## src/hw/rtl/shabc_pkg.sv

```systemverilog
// shabc_pkg: item types, control struct and SHA-256 constants for the
// block compressor. No dependencies; used by every module in hw/rtl.
package shabc_pkg;

  localparam int unsigned WORD_W   = 32;
  localparam int unsigned HASH_N   = 8;
  localparam int unsigned ROUNDS   = 64;
  localparam int unsigned BLOCK_N  = 16;

  typedef logic [WORD_W-1:0] word_t;
  typedef word_t hash_t [HASH_N];

  typedef struct packed {
    logic [31:0] message_word;
    logic        start_message;
    logic        last_block;
  } in_item_t;

  typedef struct packed {
    logic [31:0] digest_word;
    logic [2:0]  digest_index;
    logic        digest_last;
  } out_item_t;

  // sequencer -> datapath controls
  typedef struct packed {
    logic shift_word;  // shift a message word into the schedule window
    logic shift_exp;   // shift an expanded word into the window
    logic ld_vars;     // load working variables from hash state
    logic step;        // run one compression round
  } ctrl_t;

  localparam logic [3:0] POS_LAST   = 4'd15;
  localparam logic [3:0] POS_FIRST  = 4'd0;
  localparam logic [5:0] ROUND_LAST = 6'd63;
  localparam logic [2:0] IDX_LAST   = 3'd7;

  localparam hash_t INIT_HASH = '{
    32'h6a09e667, 32'hbb67ae85, 32'h3c6ef372, 32'ha54ff53a,
    32'h510e527f, 32'h9b05688c, 32'h1f83d9ab, 32'h5be0cd19
  };

  localparam word_t K_TAB [ROUNDS] = '{
    32'h428a2f98, 32'h71374491, 32'hb5c0fbcf, 32'he9b5dba5,
    32'h3956c25b, 32'h59f111f1, 32'h923f82a4, 32'hab1c5ed5,
    32'hd807aa98, 32'h12835b01, 32'h243185be, 32'h550c7dc3,
    32'h72be5d74, 32'h80deb1fe, 32'h9bdc06a7, 32'hc19bf174,
    32'he49b69c1, 32'hefbe4786, 32'h0fc19dc6, 32'h240ca1cc,
    32'h2de92c6f, 32'h4a7484aa, 32'h5cb0a9dc, 32'h76f988da,
    32'h983e5152, 32'ha831c66d, 32'hb00327c8, 32'hbf597fc7,
    32'hc6e00bf3, 32'hd5a79147, 32'h06ca6351, 32'h14292967,
    32'h27b70a85, 32'h2e1b2138, 32'h4d2c6dfc, 32'h53380d13,
    32'h650a7354, 32'h766a0abb, 32'h81c2c92e, 32'h92722c85,
    32'ha2bfe8a1, 32'ha81a664b, 32'hc24b8b70, 32'hc76c51a3,
    32'hd192e819, 32'hd6990624, 32'hf40e3585, 32'h106aa070,
    32'h19a4c116, 32'h1e376c08, 32'h2748774c, 32'h34b0bcb5,
    32'h391c0cb3, 32'h4ed8aa4a, 32'h5b9cca4f, 32'h682e6ff3,
    32'h748f82ee, 32'h78a5636f, 32'h84c87814, 32'h8cc70208,
    32'h90befffa, 32'ha4506ceb, 32'hbef9a3f7, 32'hc67178f2
  };

endpackage

```

## src/hw/rtl/sha256_block_compress.sv

```systemverilog
// sha256_block_compress: top level, sequencer, hash state and digest output.
// Depends on shabc_pkg, shabc_sched and shabc_round.
//
//   channel | ports                        | direction | payload
//   in      | in_valid, in_stall, in_item  | into      | message word + flags
//   out     | out_valid, out_stall, out_item | out of  | digest word + index
//
// Words 1..15 of a block are shifted into the schedule as they are taken.
// The 16th word raises in_stall and starts the round unit, one round a cycle
// for 64 rounds, then the result is added into the hash state.
// With the last flag, eight digest items follow, one a cycle unless stalled.
// in_stall drops after the add, or, if last, once the last digest is taken.
// Synchronous active-low reset sets the initial hash values and position 0.
module sha256_block_compress import shabc_pkg::*; (
  input  logic      clk,
  input  logic      rst_n,
  input  logic      in_valid,
  output logic      in_stall,
  input  in_item_t  in_item,
  output logic      out_valid,
  input  logic      out_stall,
  output out_item_t out_item
);

  localparam logic [1:0] ST_LOAD = 2'd0;
  localparam logic [1:0] ST_RUN  = 2'd1;
  localparam logic [1:0] ST_FIN  = 2'd2;
  localparam logic [1:0] ST_EMIT = 2'd3;

  logic [1:0] state_r, state_nxt;
  logic [3:0] pos_r, pos_nxt;
  logic [5:0] rnd_r, rnd_nxt;
  logic [2:0] idx_r, idx_nxt;
  logic       last_r, last_nxt;
  hash_t      hash_r, hash_nxt;
  hash_t      vars;
  word_t      w_cur;
  ctrl_t      ctrl;
  logic       in_acc, out_acc;

  assign in_stall  = (state_r != ST_LOAD);
  assign in_acc    = in_valid && !in_stall;
  assign out_valid = (state_r == ST_EMIT);
  assign out_acc   = out_valid && !out_stall;

  assign out_item.digest_word  = hash_r[idx_r];
  assign out_item.digest_index = idx_r;
  assign out_item.digest_last  = (idx_r == IDX_LAST);

  always_comb begin
    state_nxt       = state_r;
    pos_nxt         = pos_r;
    rnd_nxt         = rnd_r;
    idx_nxt         = idx_r;
    last_nxt        = last_r;
    hash_nxt        = hash_r;
    ctrl            = '0;
    ctrl.shift_word = in_acc;
    unique case (state_r)
      ST_LOAD: begin
        if (in_acc) begin
          pos_nxt = pos_r + 4'd1;
          if (pos_r == POS_FIRST && in_item.start_message) begin
            hash_nxt = INIT_HASH;
          end
          if (pos_r == POS_LAST) begin
            ctrl.ld_vars = 1'b1;
            last_nxt     = in_item.last_block;
            rnd_nxt      = '0;
            state_nxt    = ST_RUN;
          end
        end
      end
      ST_RUN: begin
        ctrl.step      = 1'b1;
        ctrl.shift_exp = 1'b1;
        rnd_nxt        = rnd_r + 6'd1;
        if (rnd_r == ROUND_LAST) begin
          state_nxt = ST_FIN;
        end
      end
      ST_FIN: begin
        for (int i = 0; i < HASH_N; i++) begin
          hash_nxt[i] = hash_r[i] + vars[i];
        end
        idx_nxt   = '0;
        state_nxt = last_r ? ST_EMIT : ST_LOAD;
      end
      ST_EMIT: begin
        if (out_acc) begin
          idx_nxt = idx_r + 3'd1;
          if (idx_r == IDX_LAST) begin
            state_nxt = ST_LOAD;
          end
        end
      end
      default: state_nxt = ST_LOAD;
    endcase
  end

  always_ff @(posedge clk) begin
    if (!rst_n) begin
      state_r <= ST_LOAD;
      pos_r   <= '0;
      rnd_r   <= '0;
      idx_r   <= '0;
      last_r  <= 1'b0;
      hash_r  <= INIT_HASH;
    end else begin
      state_r <= state_nxt;
      pos_r   <= pos_nxt;
      rnd_r   <= rnd_nxt;
      idx_r   <= idx_nxt;
      last_r  <= last_nxt;
      hash_r  <= hash_nxt;
    end
  end

  shabc_sched u_sched (
    .clk     (clk),
    .ctrl    (ctrl),
    .word_in (in_item.message_word),
    .w_cur   (w_cur)
  );

  shabc_round u_round (
    .clk     (clk),
    .ctrl    (ctrl),
    .hash_in (hash_r),
    .k_in    (K_TAB[rnd_r]),
    .w_in    (w_cur),
    .vars    (vars)
  );

`ifndef ASSERT_OFF
  // the 16th word of a block starts round zero
  a_start_run: assert property (@(posedge clk) disable iff (!rst_n)
    (in_acc && pos_r == POS_LAST) |=> (state_r == ST_RUN && rnd_r == '0))
    else $error("compression did not start on the 16th word");

  // the round unit hands off to the final add after exactly 64 rounds
  a_run_len: assert property (@(posedge clk) disable iff (!rst_n)
    (state_r == ST_RUN && rnd_r == ROUND_LAST) |=> (state_r == ST_FIN))
    else $error("round count overran");

  // a block boundary is always at position zero once compression ends
  a_pos_wrap: assert property (@(posedge clk) disable iff (!rst_n)
    (state_r == ST_FIN) |-> (pos_r == POS_FIRST))
    else $error("word position not wrapped after compression");

  // taking the final digest word frees the input side
  a_emit_done: assert property (@(posedge clk) disable iff (!rst_n)
    (out_acc && out_item.digest_last) |=> (!in_stall && !out_valid))
    else $error("input not released after last digest word");
`endif

endmodule

```

## src/hw/rtl/shabc_sched.sv

```systemverilog
// shabc_sched: 16-word message schedule window with in-place expansion.
// Depends on shabc_pkg.
module shabc_sched import shabc_pkg::*; (
  input  logic  clk,
  input  ctrl_t ctrl,
  input  word_t word_in,
  output word_t w_cur
);

  // win_r[0] holds W[t] for the round in flight; W[t+16] enters at the top
  word_t win_r [BLOCK_N];
  word_t win_nxt [BLOCK_N];
  word_t exp_word;

  function automatic word_t rotr(input word_t x, input int unsigned n);
    rotr = (x >> n) | (x << (WORD_W - n));
  endfunction

  function automatic word_t ssig0(input word_t x);
    ssig0 = rotr(x, 7) ^ rotr(x, 18) ^ (x >> 3);
  endfunction

  function automatic word_t ssig1(input word_t x);
    ssig1 = rotr(x, 17) ^ rotr(x, 19) ^ (x >> 10);
  endfunction

  assign exp_word = win_r[0] + ssig0(win_r[1]) + win_r[9] + ssig1(win_r[14]);
  assign w_cur    = win_r[0];

  always_comb begin
    for (int i = 0; i < BLOCK_N - 1; i++) begin
      win_nxt[i] = win_r[i+1];
    end
    win_nxt[BLOCK_N-1] = ctrl.shift_word ? word_in : exp_word;
  end

  always_ff @(posedge clk) begin
    if (ctrl.shift_word || ctrl.shift_exp) begin
      win_r <= win_nxt;
    end
  end

endmodule

```

## src/hw/rtl/shabc_round.sv

```systemverilog
// shabc_round: working variables a..h and the shared round unit.
// Depends on shabc_pkg.
module shabc_round import shabc_pkg::*; (
  input  logic  clk,
  input  ctrl_t ctrl,
  input  hash_t hash_in,
  input  word_t k_in,
  input  word_t w_in,
  output hash_t vars
);

  hash_t v_r;
  hash_t v_nxt;
  word_t s0, s1, ch, mj, t1, t2;

  function automatic word_t rotr(input word_t x, input int unsigned n);
    rotr = (x >> n) | (x << (WORD_W - n));
  endfunction

  always_comb begin
    s1 = rotr(v_r[4], 6) ^ rotr(v_r[4], 11) ^ rotr(v_r[4], 25);
    ch = (v_r[4] & v_r[5]) ^ (~v_r[4] & v_r[6]);
    t1 = v_r[7] + s1 + ch + k_in + w_in;
    s0 = rotr(v_r[0], 2) ^ rotr(v_r[0], 13) ^ rotr(v_r[0], 22);
    mj = (v_r[0] & v_r[1]) ^ (v_r[0] & v_r[2]) ^ (v_r[1] & v_r[2]);
    t2 = s0 + mj;
    v_nxt[7] = v_r[6];
    v_nxt[6] = v_r[5];
    v_nxt[5] = v_r[4];
    v_nxt[4] = v_r[3] + t1;
    v_nxt[3] = v_r[2];
    v_nxt[2] = v_r[1];
    v_nxt[1] = v_r[0];
    v_nxt[0] = t1 + t2;
  end

  always_ff @(posedge clk) begin
    if (ctrl.ld_vars) begin
      v_r <= hash_in;
    end else if (ctrl.step) begin
      v_r <= v_nxt;
    end
  end

  assign vars = v_r;

endmodule
```

## config.mk

```make
export PLATFORM = sky130hd
export DESIGN_NAME = sha256_block_compress
export DESIGN_NICKNAME = d
export VERILOG_FILES = /design/src/hw/rtl/shabc_pkg.sv /design/src/hw/rtl/sha256_block_compress.sv /design/src/hw/rtl/shabc_sched.sv /design/src/hw/rtl/shabc_round.sv
export SDC_FILE = /design/constraint.sdc
export NUM_CORES = 2
export LEC_CHECK = 0
export BUFFER_PORTS_ARGS = -buffer_cell sky130_fd_sc_hd__buf_2
export CORE_MARGIN = 2
export CORE_UTILIZATION = 35
export DETAILED_ROUTE_END_ITERATION = 8
export PLACE_DENSITY_LB_ADDON = 0.3
export REMOVE_ABC_BUFFERS = 1
export SETUP_SLACK_MARGIN = 0.1
export SYNTH_ARGS = -nofsm -noshare
export SYNTH_HDL_FRONTEND = slang
export SYNTH_SLANG_ARGS = --single-unit
```

## constraint.sdc

```tcl
create_clock -name clk -period 18.9 [get_ports clk]
set_clock_uncertainty 0.05 [all_clocks]
set_input_delay 3.78 -clock clk [delete_from_list [all_inputs] [get_ports clk]]
set_output_delay 3.78 -clock clk [all_outputs]
set_load 0.05 [all_outputs]
```

==> implementation parameters <==
Parameter                              Value

GRT
  GRT Total Usage ... between 20% and 30%
  Pin count of the biggest net entering global routing ... 202
  Number of antenna violations at the first check in global routing ... 0
  First-pass GRT wire length ... 316 mm
  Residual overflow from global routing ... 0
  Via count of the first global-routing pass ... roughly 48,000

Detailed routing
  Count of unresolved DRC violations after routing ... 0
  Detailed-route wire length per cell ... 23.9 um
  Antenna viol nets, final ... 0
  Initial detailed-routing violation count ... 4,938
  Count of TritonRoute iterations in the first routing pass ... 6
  Overall via count from detail_route ... 49,400
  WL final ... 215 mm
  Drt via density ... 5.49

Logic synthesis
  Share of the synthesized area in the top cell type ... between 30% and 40%
  Number of register bits inferred by synthesis ... approximately 1,000
  Cell accounting for the most synthesized area ... sky130_fd_sc_hd__edfxtp_1
  Synthesized area divided by synthesized cell count ... 10.1 sq um
  Cells after synthesis ... roughly 6,500
  Yosys cell types ... 95
  Sequential share of the synthesized area ... a little over two fifths
  Top cells by area in the synthesized netlist ... sky130_fd_sc_hd__edfxtp_1 (35%), sky130_fd_sc_hd__dfxtp_1 (8.3%), sky130_fd_sc_hd__ha_1 (7.7%), sky130_fd_sc_hd__fa_1 (6.0%), sky130_fd_sc_hd__nand2_1 (5.5%)
  Count of flip-flops with a built-in enable after synthesis ... between 700 and 800
  Most used flip-flop cell after synthesis ... sky130_fd_sc_hd__edfxtp_1
  Proportion of synthesized flip-flops having asynchronous set or reset ... 0%
  Count of synthesis-stage warnings from yosys ... 0
  Mapped cell area ... 65,600 sq um

Timing
  Final critical delay including setup and external delays ... 10,000 ps
  Number of failing setup endpoints in the final timing report ... 0
  Period Utilization, post-route ... 52.9%
  Final-layout setup total negative slack ... 0 ps
  Fmax ... 100 MHz
  Final hold violations ... 0
  Worst path setup slack after routing ... 8900 ps
  Number of pins exceeding their max-slew limit in the final report ... 0
  Slew @ Worst Pin ... around 1100 ps
  Setup repair after global routing missed its margin ... false
  Max-slew headroom ... 24.0%

Finish
  Area Overhead vs Synth ... 10.1%
  Final core utilization ... roughly two fifths
  Final-stage net count ... a little over 7,000
  Fraction of final layout cells with drive strength greater than 1 ... 7.35%
  Post-route insts no fill ... 9,000

Worst hold path
  Destination of the worst hold path ... u_sched.win_nxt[377]$_DFFE_PP_
  Cells on Worst Hold Path ... 0
  Hold Path Class ... reg -> reg
  Hold Path Origin ... u_sched.win_nxt[345]$_DFFE_PP_

Worst setup path
  Req. time, crit path ... 19,330 ps
  Category of the worst setup path capture point ... register
  Worst R2R Setup Slack ... 8900 ps
  Worst setup SP type ... register
  Critical R2R Capture ... u_round.vars[255]$_DFFE_PP_
  Worst setup path category ... reg -> reg
  CP Data Arrival Time ... 10,430 ps
  Top fanout value on the critical path ... 21
  Startpoint of the lowest-slack register-to-register path ... rnd_r[1]$_SDFFE_PN0P_
  Highest-delay cell along the critical path ... sky130_fd_sc_hd__ha_1
  Highest cell delay on the worst timing path ... 800 ps
  Cell seen most often among critical-path stages ... sky130_fd_sc_hd__inv_1
  Number of cells on the worst reg-to-reg path ... 38

Floorplanning
  Row count ... 158
  Total I/O pin count ... 76
  Height of the chip ... ~440 um
  Standard cell core area ... 186,000 sq um
  Width of the die ... between 400 and 500 um
  Die outline area ... 191,000 sq um
  Initial core utilization ... a little over a third

CTS
  Max clock buf depth ... 3
  CTS Root Buffer Type ... sky130_fd_sc_hd__clkbuf_16
  Post_cts resized ... 0
  Clock slew at reported path FFs ... around 60 ps
  TritonCTS sink count ... 1,040
  Later-pin clock latency in the skew report ... slightly below 800 ps
  Setup Fix Bufs, Post-CTS ... 0
  Depth of the CTS H-tree ... 3
  Number of buffers inserted by hold repair at cts ... 0
  CTS tree ... built
  Num CTS Buffers ... 115

Placed design
  Total instance count after detailed placement ... 8,779
  HPWL reported at the end of detailed placement ... 157 mm
  Final weighted congestion in routability-driven placement ... 0.935
  Number of port buffers ... 75
  Post-placement setup slack ... 9000 ps

Status
  Outcome ... complete, no violations

Power
  Power per unit of standard cell area ... 103 nW/um^2
  Lkg Pwr ... 0.0283 uW
  VDD IR-drop max ... 117 uV

Job
  Count of maximum capacitance violations ... 0
[flip-flops by register name, summed over array words and instances (netlist names)]
register and cells:
hash_r 256, last_r 1, rnd_r 6, u_sched.win_nxt 480
u_sched.w_cur 32, u_round.vars 256, idx_r 3, pos_r 4
state_r 2
[per-stage QoR]
stage / hold slack, ps / cell area, sq um / power, uW
final: 345 / 72200 / 7440
after global routing: 354 / 72200 / 7840
after CTS: 341 / 72200 / 7470
after detailed placement: 355 / 68500 / 5190
after global placement: 350 / 68500 / 5160
after floorplan: 350 / 64400 / 4530
[where the power goes]
| group | switching [uW] | internal (uW) | leakage (uW) |
|---|---|---|---|
| Clock | 995 | 1260 | 0.00180 |
| Combinational | 1440 | 979 | 0.0170 |
| Sequential | 87.2 | 2670 | 0.00951 |
| Total | 2520 | 4910 | 0.0283 |
[cell usage after synthesis, types with 44 or more instances]
master                       n
sky130_fd_sc_hd__mux2i_1    44
sky130_fd_sc_hd__fa_1      195
sky130_fd_sc_hd__a31oi_1    46
sky130_fd_sc_hd__nand2b_1   53
sky130_fd_sc_hd__ha_1      403
sky130_fd_sc_hd__nor2_1    336
sky130_fd_sc_hd__o21ai_0   313
sky130_fd_sc_hd__inv_1     375
sky130_fd_sc_hd__o21a_1     57
sky130_fd_sc_hd__mux4_2     72
sky130_fd_sc_hd__o211ai_1   48
sky130_fd_sc_hd__clkbuf_1  270
sky130_fd_sc_hd__o21bai_1   55
sky130_fd_sc_hd__edfxtp_1  768
sky130_fd_sc_hd__nand2_1   953
sky130_fd_sc_hd__xnor2_1   357
sky130_fd_sc_hd__nand3_1   123
sky130_fd_sc_hd__nor2b_1    68
sky130_fd_sc_hd__dfxtp_1   272
sky130_fd_sc_hd__xor2_1    214
sky130_fd_sc_hd__o21ai_1   110
sky130_fd_sc_hd__nor3_1    119
sky130_fd_sc_hd__a21oi_1   406
sky130_fd_sc_hd__a21o_1    188
[worst max-delay path by stage]
| stage | start | end | slack, ps |
|---|---|---|---|
| after floorplan | in_valid | u_sched.w_cur[0]$_DFFE_PP_ | 2410 |
| after global placement | rnd_r[1]$_SDFFE_PN0P_ | u_round.vars[255]$_DFFE_PP_ | 9160 |
| after detailed placement | rnd_r[1]$_SDFFE_PN0P_ | u_round.vars[255]$_DFFE_PP_ | 9000 |
| after CTS | rnd_r[1]$_SDFFE_PN0P_ | u_round.vars[255]$_DFFE_PP_ | 8950 |
| after global routing | rnd_r[1]$_SDFFE_PN0P_ | u_round.vars[255]$_DFFE_PP_ | 8220 |
| final | rnd_r[1]$_SDFFE_PN0P_ | u_round.vars[255]$_DFFE_PP_ | 8900 |
[worst max-delay path, delay by kind of cell, from the launching register on]
kind / cells / cell delay, ps
xor gates and xnor gates: 3 / 560
DFF: 1 / 310
adders and majority gates: 6 / 2730
buffers and inverters: 7 / 1080
AOI/OAI and AO/OA: 14 / 3570
and+or+nand+nor: 8 / 1360
[final cells by class]
cell class,instances,area (sq um)
clock buffers,149,3130
well taps,2480,3100
diodes,4,10.0
inverters,379,1420
flip-flops and latches,1040,28500
fillers,18200,114000
repair buffers,144,937
multi-input cells,4736,34600
clock inverters,68,548
[per-layer routing]
metal | vias up | track usage (%) | share of wire, %
li1 | 22900 | - | -
met1 | 24300 | 30.2 | 44
met5 | - | 0 | 0
met3 | 370 | 2.79 | 6.1
met2 | 1802 | 35.5 | 46
met4 | 0 | 8.46 | 4.3
[cell usage in the layout (no fill, tap or decap), drive strengths merged, types with 57 or more instances in the layout]
master,count
nand3,123
o21a,57
inv,382
edfxtp,768
nor3,119
a21o,189
mux4,72
o21ai,423
fa,195
buf,144
ha,403
nand2,953
nor2b,68
nor2,336
xor2,214
dfxtp,272
xnor2,357
a21oi,408
clkbuf,149
[logic make-up after synthesis]
logic type	Yosys count	share of synthesized area, %
simple gates	1827	12.1
compound gates	1584	15.3
flops	1040	43.5
buf+inv	690	3.95
fa+ha+maj	600	13.7
xor+xnor	572	7.66
mux	153	3.78
Power figures use the tool's default switching activity.
